### config.mk
export PLATFORM = sky130hd
export DESIGN_NAME = sync_framed_packet_deframer_flat
export DESIGN_NICKNAME = d
export VERILOG_FILES = /design/src/rtl/sfpd_pkg.sv /design/src/rtl/sfpd_ifs.sv /design/src/rtl/sync_framed_packet_deframer.sv /design/src/rtl/sfpd_frame_fsm.sv /design/src/flat_wrapper.sv
export VERILOG_INCLUDE_DIRS = /design/src /design/src/rtl
export SDC_FILE = /design/constraint.sdc
export NUM_CORES = 1
export LEC_CHECK = 0
export BUFFER_PORTS_ARGS = -buffer_cell sky130_fd_sc_hd__clkbuf_2
export CORE_ASPECT_RATIO = 0.8
export CORE_MARGIN = 4
export CORE_UTILIZATION = 57
export DETAILED_ROUTE_END_ITERATION = 10
export PLACE_DENSITY_LB_ADDON = 0.05
export SLEW_MARGIN = 40
export SYNTH_ARGS = -nofsm -noshare
export SYNTH_HDL_FRONTEND = slang
export SYNTH_SLANG_ARGS = --single-unit
### constraint.sdc
create_clock -name clk -period 5.65 [get_ports clk]
set_input_delay 1.4125 -clock clk [delete_from_list [all_inputs] [get_ports clk]]
set_output_delay 1.4125 -clock clk [all_outputs]
set_load 0.005 [all_outputs]
### src/rtl/sync_framed_packet_deframer_assert.svh
// Assertion macros for the sync-framed packet deframer.
`ifndef SYNC_FRAMED_PACKET_DEFRAMER_ASSERT_SVH
`define SYNC_FRAMED_PACKET_DEFRAMER_ASSERT_SVH

// Same-cycle implication, checked outside reset.
`define SFPD_ASSERT_NOW(label, clk, rst_n, ante, cons, msg) \
	label: assert property (@(posedge clk) disable iff (!rst_n) (ante) |-> (cons)) \
		else $error(msg);

// Next-cycle implication, checked outside reset.
`define SFPD_ASSERT_NEXT(label, clk, rst_n, ante, cons, msg) \
	label: assert property (@(posedge clk) disable iff (!rst_n) (ante) |=> (cons)) \
		else $error(msg);

`endif

### src/rtl/sfpd_pkg.sv
// Package: phase and role codes, register indexes and the frame status struct.
package sfpd_pkg;

	localparam int unsigned CFG_IDX_W = 1;
	typedef logic [CFG_IDX_W-1:0] cfg_idx_t;

	localparam cfg_idx_t CFG_SYNC_FIRST  = 1'd0;
	localparam cfg_idx_t CFG_SYNC_SECOND = 1'd1;

	localparam logic [7:0] SYNC_FIRST_RST  = 8'd181;
	localparam logic [7:0] SYNC_SECOND_RST = 8'd98;

	typedef enum logic [3:0] {
		PH_SYNC1   = 4'd0,
		PH_SYNC2   = 4'd1,
		PH_CLASS   = 4'd2,
		PH_ID      = 4'd3,
		PH_LENLO   = 4'd4,
		PH_LENHI   = 4'd5,
		PH_PAYLOAD = 4'd6,
		PH_CKA     = 4'd7,
		PH_CKB     = 4'd8
	} phase_t;

	typedef enum logic [3:0] {
		ROLE_HUNT    = 4'd0,
		ROLE_SYNC1   = 4'd1,
		ROLE_SYNC2   = 4'd2,
		ROLE_CLASS   = 4'd3,
		ROLE_ID      = 4'd4,
		ROLE_LENLO   = 4'd5,
		ROLE_LENHI   = 4'd6,
		ROLE_PAYLOAD = 4'd7,
		ROLE_CKA     = 4'd8,
		ROLE_CKB     = 4'd9
	} role_t;

	typedef struct packed {
		role_t       role;
		logic [15:0] offset;
		logic [7:0]  frame_class;
		logic [7:0]  frame_id;
		logic [15:0] frame_length;
		logic        frame_end;
		logic        checksum_ok;
	} frame_info_t;

endpackage

### src/rtl/sfpd_ifs.sv
// Stream interfaces: received bytes in, tagged bytes with frame status out.
interface sfpd_byte_if;
	logic       valid;
	logic       ready;
	logic [7:0] rx_byte;

	modport source (output valid, output rx_byte, input ready);
	modport sink (input valid, input rx_byte, output ready);
endinterface

interface sfpd_result_if;
	logic        valid;
	logic        ready;
	logic [7:0]  data_byte;
	logic [3:0]  byte_role;
	logic [15:0] payload_offset;
	logic [7:0]  frame_class;
	logic [7:0]  frame_id;
	logic [15:0] frame_length;
	logic        frame_end;
	logic        checksum_ok;
	logic [15:0] good_frames;
	logic [15:0] checksum_failures;

	modport source (
		output valid, output data_byte, output byte_role, output payload_offset,
		output frame_class, output frame_id, output frame_length, output frame_end,
		output checksum_ok, output good_frames, output checksum_failures,
		input ready
	);
	modport sink (
		input valid, input data_byte, input byte_role, input payload_offset,
		input frame_class, input frame_id, input frame_length, input frame_end,
		input checksum_ok, input good_frames, input checksum_failures,
		output ready
	);
endinterface

### src/rtl/sync_framed_packet_deframer.sv
// A transferred byte shows its tagged result on the next cycle.
// Throughput: one byte per cycle; the per-byte parser update and the output
// register advance together whenever the result register is empty or drains.
// Reset: arst_n clears parser state, counters and output valid, and restores
// the sync byte registers to 0xB5 and 0x62; no clearing pass is needed.
module sync_framed_packet_deframer #(
	parameter int unsigned COUNTER_BITS = 16
) (
	input  logic                 clk,
	input  logic                 arst_n,
	input  logic                 cfg_we,
	input  sfpd_pkg::cfg_idx_t   cfg_index,
	input  logic [7:0]           cfg_wdata,
	sfpd_byte_if.sink            byte_ch,
	sfpd_result_if.source        result_ch
);
	import sfpd_pkg::*;

	logic [7:0]              sync_first_q;
	logic [7:0]              sync_second_q;
	logic                    accept;
	frame_info_t             info;
	logic [COUNTER_BITS-1:0] good_q;
	logic [COUNTER_BITS-1:0] bad_q;
	logic [COUNTER_BITS-1:0] good_d;
	logic [COUNTER_BITS-1:0] bad_d;
	logic [31:0]             good_ext;
	logic [31:0]             bad_ext;

	logic                    valid_q;
	logic [7:0]              data_q;
	frame_info_t             info_q;
	logic [15:0]             good_out_q;
	logic [15:0]             bad_out_q;

	// Sync byte registers
	always_ff @(posedge clk or negedge arst_n) begin
		if (!arst_n) begin
			sync_first_q  <= SYNC_FIRST_RST;
			sync_second_q <= SYNC_SECOND_RST;
		end else if (cfg_we) begin
			case (cfg_index)
				CFG_SYNC_FIRST:  sync_first_q  <= cfg_wdata;
				CFG_SYNC_SECOND: sync_second_q <= cfg_wdata;
				default: ;
			endcase
		end
	end

	// Take a byte whenever the result register is free or drains this cycle
	assign byte_ch.ready = !valid_q || result_ch.ready;
	assign accept        = byte_ch.valid && byte_ch.ready;

	sfpd_frame_fsm u_fsm (
		.clk         (clk),
		.arst_n      (arst_n),
		.step        (accept),
		.rx_byte     (byte_ch.rx_byte),
		.sync_first  (sync_first_q),
		.sync_second (sync_second_q),
		.info        (info)
	);

	// Frame counters, bumped on the closing checksum byte
	always_comb begin
		good_d = good_q;
		bad_d  = bad_q;
		if (info.frame_end) begin
			if (info.checksum_ok) begin
				good_d = good_q + 1'b1;
			end else begin
				bad_d = bad_q + 1'b1;
			end
		end
	end

	assign good_ext = 32'(good_d);
	assign bad_ext  = 32'(bad_d);

	always_ff @(posedge clk or negedge arst_n) begin
		if (!arst_n) begin
			good_q <= '0;
			bad_q  <= '0;
		end else if (accept) begin
			good_q <= good_d;
			bad_q  <= bad_d;
		end
	end

	// Result register: load on transfer in, drop valid on transfer out
	always_ff @(posedge clk or negedge arst_n) begin
		if (!arst_n) begin
			valid_q <= 1'b0;
		end else if (accept) begin
			valid_q <= 1'b1;
		end else if (result_ch.ready) begin
			valid_q <= 1'b0;
		end
	end

	always_ff @(posedge clk) begin
		if (accept) begin
			data_q     <= byte_ch.rx_byte;
			info_q     <= info;
			good_out_q <= good_ext[15:0];
			bad_out_q  <= bad_ext[15:0];
		end
	end

	assign result_ch.valid             = valid_q;
	assign result_ch.data_byte         = data_q;
	assign result_ch.byte_role         = info_q.role;
	assign result_ch.payload_offset    = info_q.offset;
	assign result_ch.frame_class       = info_q.frame_class;
	assign result_ch.frame_id          = info_q.frame_id;
	assign result_ch.frame_length      = info_q.frame_length;
	assign result_ch.frame_end         = info_q.frame_end;
	assign result_ch.checksum_ok       = info_q.checksum_ok;
	assign result_ch.good_frames       = good_out_q;
	assign result_ch.checksum_failures = bad_out_q;

	`include "sync_framed_packet_deframer_assert.svh"

	`SFPD_ASSERT_NOW(a_ok_only_at_end, clk, arst_n, result_ch.valid && result_ch.checksum_ok, result_ch.frame_end, "checksum_ok without frame_end")
	`SFPD_ASSERT_NOW(a_offset_payload_only, clk, arst_n, result_ch.valid && (info_q.role != ROLE_PAYLOAD), result_ch.payload_offset == 16'd0, "payload offset on non-payload byte")
	`SFPD_ASSERT_NEXT(a_good_count_step, clk, arst_n, accept && info.frame_end && info.checksum_ok, good_q == COUNTER_BITS'($past(good_q) + 1'b1), "good frame counter did not advance")
	`SFPD_ASSERT_NEXT(a_bad_count_step, clk, arst_n, accept && info.frame_end && !info.checksum_ok, bad_q == COUNTER_BITS'($past(bad_q) + 1'b1), "checksum failure counter did not advance")

endmodule

### src/rtl/sfpd_frame_fsm.sv
// Frame parser: sync hunt, header capture, payload count and Fletcher sums.
module sfpd_frame_fsm (
	input  logic                clk,
	input  logic                arst_n,
	input  logic                step,
	input  logic [7:0]          rx_byte,
	input  logic [7:0]          sync_first,
	input  logic [7:0]          sync_second,
	output sfpd_pkg::frame_info_t info
);
	import sfpd_pkg::*;

	phase_t      phase_q, phase_d;
	logic [7:0]  class_q, class_d;
	logic [7:0]  id_q, id_d;
	logic [15:0] len_q, len_d;
	logic [15:0] cnt_q, cnt_d;
	logic [7:0]  sum_a_q, sum_a_d;
	logic [7:0]  sum_b_q, sum_b_d;
	logic [7:0]  ck_a_q, ck_a_d;

	logic [7:0]  acc_a;
	logic [7:0]  acc_b;
	logic [15:0] len_full;
	logic [15:0] cnt_inc;
	role_t       role;
	logic [15:0] offset;
	logic        frame_end;
	logic        ck_ok;

	// Running Fletcher sums with this byte folded in
	assign acc_a    = sum_a_q + rx_byte;
	assign acc_b    = sum_b_q + acc_a;
	assign len_full = {rx_byte, len_q[7:0]};
	assign cnt_inc  = cnt_q + 16'd1;

	// Next phase
	always_comb begin
		phase_d = PH_SYNC1;
		case (phase_q)
			PH_SYNC1:   phase_d = (rx_byte == sync_first) ? PH_SYNC2 : PH_SYNC1;
			PH_SYNC2:   phase_d = (rx_byte == sync_second) ? PH_CLASS : PH_SYNC1;
			PH_CLASS:   phase_d = PH_ID;
			PH_ID:      phase_d = PH_LENLO;
			PH_LENLO:   phase_d = PH_LENHI;
			PH_LENHI:   phase_d = (len_full != 16'd0) ? PH_PAYLOAD : PH_CKA;
			PH_PAYLOAD: phase_d = (cnt_inc >= len_q) ? PH_CKA : PH_PAYLOAD;
			PH_CKA:     phase_d = PH_CKB;
			PH_CKB:     phase_d = PH_SYNC1;
			default:    phase_d = (rx_byte == sync_first) ? PH_SYNC2 : PH_SYNC1;
		endcase
	end

	// Role tag, header fields, sums and checksum result
	always_comb begin
		class_d   = class_q;
		id_d      = id_q;
		len_d     = len_q;
		cnt_d     = cnt_q;
		sum_a_d   = sum_a_q;
		sum_b_d   = sum_b_q;
		ck_a_d    = ck_a_q;
		role      = ROLE_HUNT;
		offset    = 16'd0;
		frame_end = 1'b0;
		ck_ok     = 1'b0;
		case (phase_q)
			PH_SYNC1: begin
				if (rx_byte == sync_first) begin
					role = ROLE_SYNC1;
				end
			end
			PH_SYNC2: begin
				if (rx_byte == sync_second) begin
					role    = ROLE_SYNC2;
					class_d = 8'd0;
					id_d    = 8'd0;
					len_d   = 16'd0;
					cnt_d   = 16'd0;
					sum_a_d = 8'd0;
					sum_b_d = 8'd0;
					ck_a_d  = 8'd0;
				end
			end
			PH_CLASS: begin
				role    = ROLE_CLASS;
				class_d = rx_byte;
				sum_a_d = acc_a;
				sum_b_d = acc_b;
			end
			PH_ID: begin
				role    = ROLE_ID;
				id_d    = rx_byte;
				sum_a_d = acc_a;
				sum_b_d = acc_b;
			end
			PH_LENLO: begin
				role    = ROLE_LENLO;
				len_d   = {8'd0, rx_byte};
				sum_a_d = acc_a;
				sum_b_d = acc_b;
			end
			PH_LENHI: begin
				role    = ROLE_LENHI;
				len_d   = len_full;
				cnt_d   = 16'd0;
				sum_a_d = acc_a;
				sum_b_d = acc_b;
			end
			PH_PAYLOAD: begin
				role    = ROLE_PAYLOAD;
				offset  = cnt_q;
				cnt_d   = cnt_inc;
				sum_a_d = acc_a;
				sum_b_d = acc_b;
			end
			PH_CKA: begin
				role   = ROLE_CKA;
				ck_a_d = rx_byte;
			end
			PH_CKB: begin
				role      = ROLE_CKB;
				frame_end = 1'b1;
				ck_ok     = (ck_a_q == sum_a_q) && (rx_byte == sum_b_q);
			end
			default: begin
				if (rx_byte == sync_first) begin
					role = ROLE_SYNC1;
				end
			end
		endcase
	end

	// Advance parser state on each transfer
	always_ff @(posedge clk or negedge arst_n) begin
		if (!arst_n) begin
			phase_q <= PH_SYNC1;
			class_q <= 8'd0;
			id_q    <= 8'd0;
			len_q   <= 16'd0;
			cnt_q   <= 16'd0;
			sum_a_q <= 8'd0;
			sum_b_q <= 8'd0;
			ck_a_q  <= 8'd0;
		end else if (step) begin
			phase_q <= phase_d;
			class_q <= class_d;
			id_q    <= id_d;
			len_q   <= len_d;
			cnt_q   <= cnt_d;
			sum_a_q <= sum_a_d;
			sum_b_q <= sum_b_d;
			ck_a_q  <= ck_a_d;
		end
	end

	assign info.role         = role;
	assign info.offset       = offset;
	assign info.frame_class  = class_d;
	assign info.frame_id     = id_d;
	assign info.frame_length = len_d;
	assign info.frame_end    = frame_end;
	assign info.checksum_ok  = ck_ok;

endmodule
### src/flat_wrapper.sv
// flat-port wrapper written by rule: the top's interface ports become plain ports
module sync_framed_packet_deframer_flat import sfpd_pkg::*;
#(
	parameter int unsigned COUNTER_BITS = 16
)
  (clk, arst_n, cfg_we, cfg_index, cfg_wdata, byte_ch_valid, byte_ch_rx_byte, byte_ch_ready, result_ch_valid, result_ch_data_byte, result_ch_byte_role, result_ch_payload_offset, result_ch_frame_class, result_ch_frame_id, result_ch_frame_length, result_ch_frame_end, result_ch_checksum_ok, result_ch_good_frames, result_ch_checksum_failures, result_ch_ready);
  sfpd_byte_if byte_ch_i ();
  sfpd_result_if result_ch_i ();
  input  logic clk;
  input  logic arst_n;
  input  logic cfg_we;
  input  sfpd_pkg::cfg_idx_t cfg_index;
  input  logic [7:0] cfg_wdata;
  input wire logic [$bits(byte_ch_i.valid)-1:0] byte_ch_valid;
  input wire logic [$bits(byte_ch_i.rx_byte)-1:0] byte_ch_rx_byte;
  output wire logic [$bits(byte_ch_i.ready)-1:0] byte_ch_ready;
  output wire logic [$bits(result_ch_i.valid)-1:0] result_ch_valid;
  output wire logic [$bits(result_ch_i.data_byte)-1:0] result_ch_data_byte;
  output wire logic [$bits(result_ch_i.byte_role)-1:0] result_ch_byte_role;
  output wire logic [$bits(result_ch_i.payload_offset)-1:0] result_ch_payload_offset;
  output wire logic [$bits(result_ch_i.frame_class)-1:0] result_ch_frame_class;
  output wire logic [$bits(result_ch_i.frame_id)-1:0] result_ch_frame_id;
  output wire logic [$bits(result_ch_i.frame_length)-1:0] result_ch_frame_length;
  output wire logic [$bits(result_ch_i.frame_end)-1:0] result_ch_frame_end;
  output wire logic [$bits(result_ch_i.checksum_ok)-1:0] result_ch_checksum_ok;
  output wire logic [$bits(result_ch_i.good_frames)-1:0] result_ch_good_frames;
  output wire logic [$bits(result_ch_i.checksum_failures)-1:0] result_ch_checksum_failures;
  input wire logic [$bits(result_ch_i.ready)-1:0] result_ch_ready;
  assign byte_ch_i.valid = byte_ch_valid;
  assign byte_ch_i.rx_byte = byte_ch_rx_byte;
  assign byte_ch_ready = byte_ch_i.ready;
  assign result_ch_valid = result_ch_i.valid;
  assign result_ch_data_byte = result_ch_i.data_byte;
  assign result_ch_byte_role = result_ch_i.byte_role;
  assign result_ch_payload_offset = result_ch_i.payload_offset;
  assign result_ch_frame_class = result_ch_i.frame_class;
  assign result_ch_frame_id = result_ch_i.frame_id;
  assign result_ch_frame_length = result_ch_i.frame_length;
  assign result_ch_frame_end = result_ch_i.frame_end;
  assign result_ch_checksum_ok = result_ch_i.checksum_ok;
  assign result_ch_good_frames = result_ch_i.good_frames;
  assign result_ch_checksum_failures = result_ch_i.checksum_failures;
  assign result_ch_i.ready = result_ch_ready;
  sync_framed_packet_deframer #(.COUNTER_BITS(COUNTER_BITS)) u_core (.clk(clk), .arst_n(arst_n), .cfg_we(cfg_we), .cfg_index(cfg_index), .cfg_wdata(cfg_wdata), .byte_ch(byte_ch_i), .result_ch(result_ch_i));
endmodule
# == Yosys cells after proc, flatten, opt, wreduce, memory -nomap -nowiden ==
# Index checks and enable logic that the tools add are counted.
# op_classes
addsub,5
magnitude_cmp,1
eq_ne,13
muxes,26
bitwise_logic,1
reduce_logical,15
# ops
op,count
2-to-1 mux 16 bit,6
one-hot mux 16 bit (3 select lines),2
one-hot mux 8 bit (2 select lines),5
one-hot mux 4 bit (8 select lines),2
adder 16 x 1 -> 16 bit (second input constant),3
== test 8 bit,4
2-to-1 mux 8 bit,3
adder 8 bit,2
== test 4 x 3 -> 1 bit (second input constant),4
>= comparator 16 bit,1
nonzero test 16 bit,1
AND reduction 3 bit,3
== test 4 x 2 -> 1 bit (second input constant),2
2-to-1 mux 1 bit,7
nonzero test 2 bit,3
OR reduction 5 bit,1
== test 4 x 1 -> 1 bit (second input constant),1
== test 4 bit (second input constant),1
AND reduction 2 bit,2
nonzero test 3 bit,1
logical AND 1 bit,2
2-to-1 mux 2 bit,1
!= test 2 bit (second input constant),1
zero test 1 bit,1
other kinds (2),2
# totals
ff_bits,219
output_inout_bits,96
word_cells,84

# == Depth between registers and ports, before layout ==
# depth
word_depth,5
ltp_mapped,16

# == Modules after synthesis ==
# Synthesis repeated with hierarchy kept, for this count alone.
# hier_totals
cells_unflattened,863
hier_area_um2,10672.7
# by_module_without_submodules
mod,instances,cells_per_inst,area_each_um2
sync_framed_packet_deframer,1,333,5500.3
sfpd_frame_fsm,1,530,5172.5

# == Worst setup path after synthesis ==
# OpenSTA, ideal clock, no wires.
# synth_timing
kind,input port to flip-flop
startpoint,input port result_ch_ready
endpoint,register u_core.good_q[14]
setup_ns,0.132
arrival_time_ns,5.456
required_time_ns,5.518
setup_slack_ns,0.062
stages,7
path_buffers,2
cell_sequence,nand2b_1 > nand2_1 > inv_1 > clkbuf_1 > buf_1 > nand4_1 > xnor2_1
# synth_via
elab_chain_len,2
# synth_lines
item,line,rtl
start: declaration,flat_wrapper.sv:28,input wire logic [$bits(result_ch_i.ready)-1:0] result_ch_ready;
logical OR 1 bit,sync_framed_packet_deframer.sv:51,assign byte_ch.ready = !valid_q || result_ch.ready;
logical AND 1 bit,sync_framed_packet_deframer.sv:52,assign accept = byte_ch.valid && byte_ch.ready;
named net u_core.accept,sync_framed_packet_deframer.sv:21,logic accept;
end signal: assignment,sync_framed_packet_deframer.sv:85,good_q <= good_d;
end: declaration,sync_framed_packet_deframer.sv:23,logic [COUNTER_BITS-1:0] good_q;
# The timed path passes the listed nets, and every way through them passes these cells.
# A chain may end at the register's enable or synchronous reset.

# == Final worst setup path ==
# layout_timing
startpoint,input port byte_ch_rx_byte[0]
endpoint,register u_core.u_fsm.sum_b_q[7]
# layout_via
elab_chain_len,3
word_cells_on_any_way,6
cone_classes,2 x add/sub; 2 x eq/ne; 1 x mux; 1 x reduce/logical
# layout_lines
item,line,rtl
start: declaration,flat_wrapper.sv:15,input wire logic [$bits(byte_ch_i.rx_byte)-1:0] byte_ch_rx_byte;
adder 8 bit or == test 8 bit (tied branches),"sfpd_frame_fsm.sv:32, sfpd_frame_fsm.sv:74",
adder 8 bit or != test 2 bit (tied branches),n/a,
one-hot mux 8 bit (2 select lines) or AND reduction 3 bit (tied branches),n/a,
end signal: assignment,sfpd_frame_fsm.sv:152,sum_b_q <= sum_b_d;
end: declaration,sfpd_frame_fsm.sv:19,"logic [7:0] sum_b_q, sum_b_d;"
# Parallel ways exist; a longest one is shown, timed or not.

==> results.md <==
- Number of inserted filler cells in the final layout: 1375
- Detailed-route DRC error count: 0
- Worst-margin pin slew: 0.7768 ns
- Global-route wire length before repair: 38.34 mm
- CP most frequent cell: nor2_1
- Design internal power: 3.661 mW
- Routability Congestion: 0.8637
- Final clock skew: 0.009839 ns
- Critical path start-end classification: input port to flop
- Dominant synthesized flop cell: dfrtp_1
- Height of the die: approximately 130 um
- Worst hold margin: 0.4970 ns
- Routed wire length: 23.60 mm
- Number of synthesized register bits: 219
- Leak Pwr: 5.248 nW
- CP Data Required Time: approximately 6 ns
- TritonRoute pass-1 iters: 6
- Worst VDD drop: about 0.36 mV
- Number of warnings reported in the yosys synthesis log: 0
- Layer with the highest usage: met2
- Number of global-route vias before repair: 7279
- Worst-case reg-to-reg path depth: 16
- Post-DR vias/cell: 6.018
- Count of flip-flops with a built-in enable after synthesis: 94
- Antenna-violating nets left: 0
- Initial antenna violation count: 0
- GRT met2 Usage: 0.3777
- Synthesized instance count: 870
- Maximum fanout encountered on the critical timing path: 2
- Initial cell density of the core: 0.5809
- Crit path cell chain: clkbuf_2 -> ha_1 -> inv_1 -> fa_1 -> nor2b_1 -> o21ai_0 -> a21boi_0 -> o21ai_0 -> a21boi_0 -> nor2_1 -> ha_1 -> nor2_1 -> nor2_1 -> inv_1 -> or4_1 -> a211oi_1 -> o21bai_1
- Cell type with the highest aggregate area in the netlist: dfrtp_1
- Number of cell rows: between 40 and 50
- Power density relative to cell area: 451.8 mW/mm2
- Routed vias: 7354
- Proportion of total power due to net switching: 0.3265
- Final number of setup-violating endpoints: 0
- Combined area of the multi-input logic cells: roughly 0.0043 mm2
- Clk slew on worst S/H paths: 0.06 ns
- Final nets: 1033
- Antenna Cells: 0
- Synth cell types: 55
- Endpoint type of the worst setup path: flop
- Run status: finished, final reports clean
- GR met1 Demand/Resource: 0.3186
- Setup bufs post-CTS: 0
- Number of port buffers: 117
- Share of the synthesized area in the top cell type: 0.2783
- Seq/Total Area, Yosys: 0.5665
- Total count of hold-check failures in the final report: 0
- Number of buffers on the longest clock path: 3
- Setup repair after global routing missed its margin: no
- DIE WIDTH: 159.9 um
- Maximum single-stage delay on the critical path: 0.43 ns
- Main area contributors after synthesis: dfrtp_1 28%, edfxtp_1 27%, xnor2_1 8.2%
- Clock tree from TritonCTS: built
- Number of cells upsized or downsized after cts: 0
- Synthesis-to-layout area growth: 14.35%
- Clock Latency Late Sink: 0.50 ns
- Worst slew margin relative to its limit: 0.4809
- Combinational cell fraction of total power: 0.305
- Maximum achievable frequency: around 250 MHz
- Maximum number of pins on one net before global-route repair: 79
- MaxCap Viol Count: 0
- CP Launch Type: input port
- Worst slack at placement: roughly 1.1 ns
- Final critical delay including setup and external delays: approximately 4 ns
- Placeable Area: 0.01811 mm2
- Power share of the sequential group: 0.428
- Summed instance area of the synthesized netlist: 0.01052 mm2
- Number of nets produced by synthesis: between 900 and 1000
- Pins over their slew limit: 0
- Cell count of the worst hold path: 1
- Estimated wirelength of the detail-placed design: roughly 16 mm
- Maximum level of the CTS H-tree: 1
- Final worst-path cycle share: 0.7156
- Global routing usage summed across all routing layers: 0.2279
- Slowest CP cell: or4_1
- Data arrival time at the worst-slack endpoint: 4.47 ns
- Root buffer cell: clkbuf_16
- Setup total negative slack: 0 ns
- Type of the tightest min-delay check: flop to flop
- Cell area after layout: approximately 0.012 mm2
- Global-route track usage on met3: 0.03975
- CTS hold repair buffers: 0
- Placed cell areas: ~0.011 mm2
- Layout cells sized above 1: 0.2056
- Overflow left after global routing: 0
- Average size of a mapped cell: 12.09 um2
- Most frequent cells in the layout: 117 x dfrtp_1, 116 x clkbuf_2, 99 x xnor2_1, 94 x edfxtp_1, 87 x a22o_1
- Number of violations reported at the end of detailed-routing iteration 0: 460
- I/O pin total: 118
- Register Area: 0.005961 mm2
- Number of buffers created by CTS: 22
- Part of the total power dissipated in the clock network: 0.268
- Sink Count: 219
- Switching component of the power: 1.775 mW
- Smallest setup slack after layout: roughly 1.6 ns
- Die area: 0.02071 mm2
- Fraction of registers with async set or reset after synthesis: 0.5708
- Avg WL per Cell: 19.31 um
- Most frequent standard cell in the layout excluding fill and tap cells: dfrtp_1
## sequential cells by signal, summed over array words and instances, names as in the netlist, 16 cells and up
register / cells
u_core.result_ch.good_frames: 16
u_core.result_ch.checksum_failures: 16
u_core.u_fsm.len_q: 16
u_core.u_fsm.cnt_q: 16
u_core.result_ch.payload_offset: 16
u_core.result_ch.frame_length: 16
u_core.bad_q: 16
u_core.good_q: 16
## area by class of cell
type,count,share of cell area
sequential,219,0.4954
multi-input combinational,576,0.3555
timing repair buffer,128,0.05605
clock buffer,32,0.05231
tap,230,0.02392
inverter,29,0.009255
clock inverter,8,0.007592
## power by group through the flow
stage / combinational, mW / clock [mW] / sequential [mW]
after detailed placement: 1.63 / 0 / 2.34
after global routing: 1.84 / 1.55 / 2.36
after CTS: 1.65 / 1.49 / 2.32
after floorplan: 1.22 / 0 / 2.24
after global placement: 1.57 / 0 / 2.32
final: 1.66 / 1.45 / 2.32
## per-layer routing
layer / wire length, um / vias to the layer above
met2: 11380 / 286
met5: 0 / -
li1: - / 3388
met1: 10280 / 3639
met3: 1435 / 41
met4: 503 / 0
## path summary, 6_finish.rpt
path                                          from  slack (ns)                 endpoint
setup / recovery                byte_ch_rx_byte[0]        1.61  u_core.u_fsm.sum_b_q[7]
setup reg to reg           u_core.u_fsm.sum_a_q[0]        2.17  u_core.u_fsm.sum_b_q[7]
min in group asynchronous                   arst_n        0.94         u_core.good_q[7]
hold / removal                    u_core.bad_q[15]        0.50         u_core.bad_q[15]
hold reg to reg                   u_core.bad_q[15]        0.50         u_core.bad_q[15]
max in group asynchronous                   arst_n        3.83          u_core.bad_q[9]
## synthesized netlist by cell type (8+ instances only)
cell      number
o21ai_0       23
xnor2_1       99
a21o_1        11
dfstp_2        8
and3_1        17
nand3_1       28
a22o_1        87
clkbuf_1      31
o31ai_1        9
and2_1        25
nand4_1       23
buf_2          9
edfxtp_1      94
inv_1         28
a21oi_1       10
dfrtp_1      117
nor2_1        33
nor3_1        16
xor2_1        17
mux2_2        20
nand2_1       61
ha_1          33
## worst max-delay path: cells and delay by family
family / cells / cell delay [ns]
AOI/OAI and AO/OA: 6 / 1.15
adders and majority gates: 3 / 0.90
and+or+nand+nor: 5 / 0.80
buffers and inverters: 3 / 0.21
## metrics by stage
step	instances	power, mW	utilization
4_1_cts	1222	5.454	0.6641
3_5_place_dp	1182	3.974	0.6243
3_3_place_gp	1182	3.893	0.6225
6_report	1222	5.436	0.6643
2_1_floorplan	870	3.465	-
5_1_grt	1222	5.756	0.6643
## cell families after synthesis
logic type | count (synthesis) | share of synthesized area
and+or+nand+nor | 239 | 0.1200
AOI/OAI and AO/OA | 165 | 0.1209
muxes | 20 | 0.02141
adders and majority gates | 35 | 0.04305
buffers and inverters | 75 | 0.02997
xor gates and xnor gates | 117 | 0.09811
DFF | 219 | 0.5665
(Power assumes the default switching activity.)
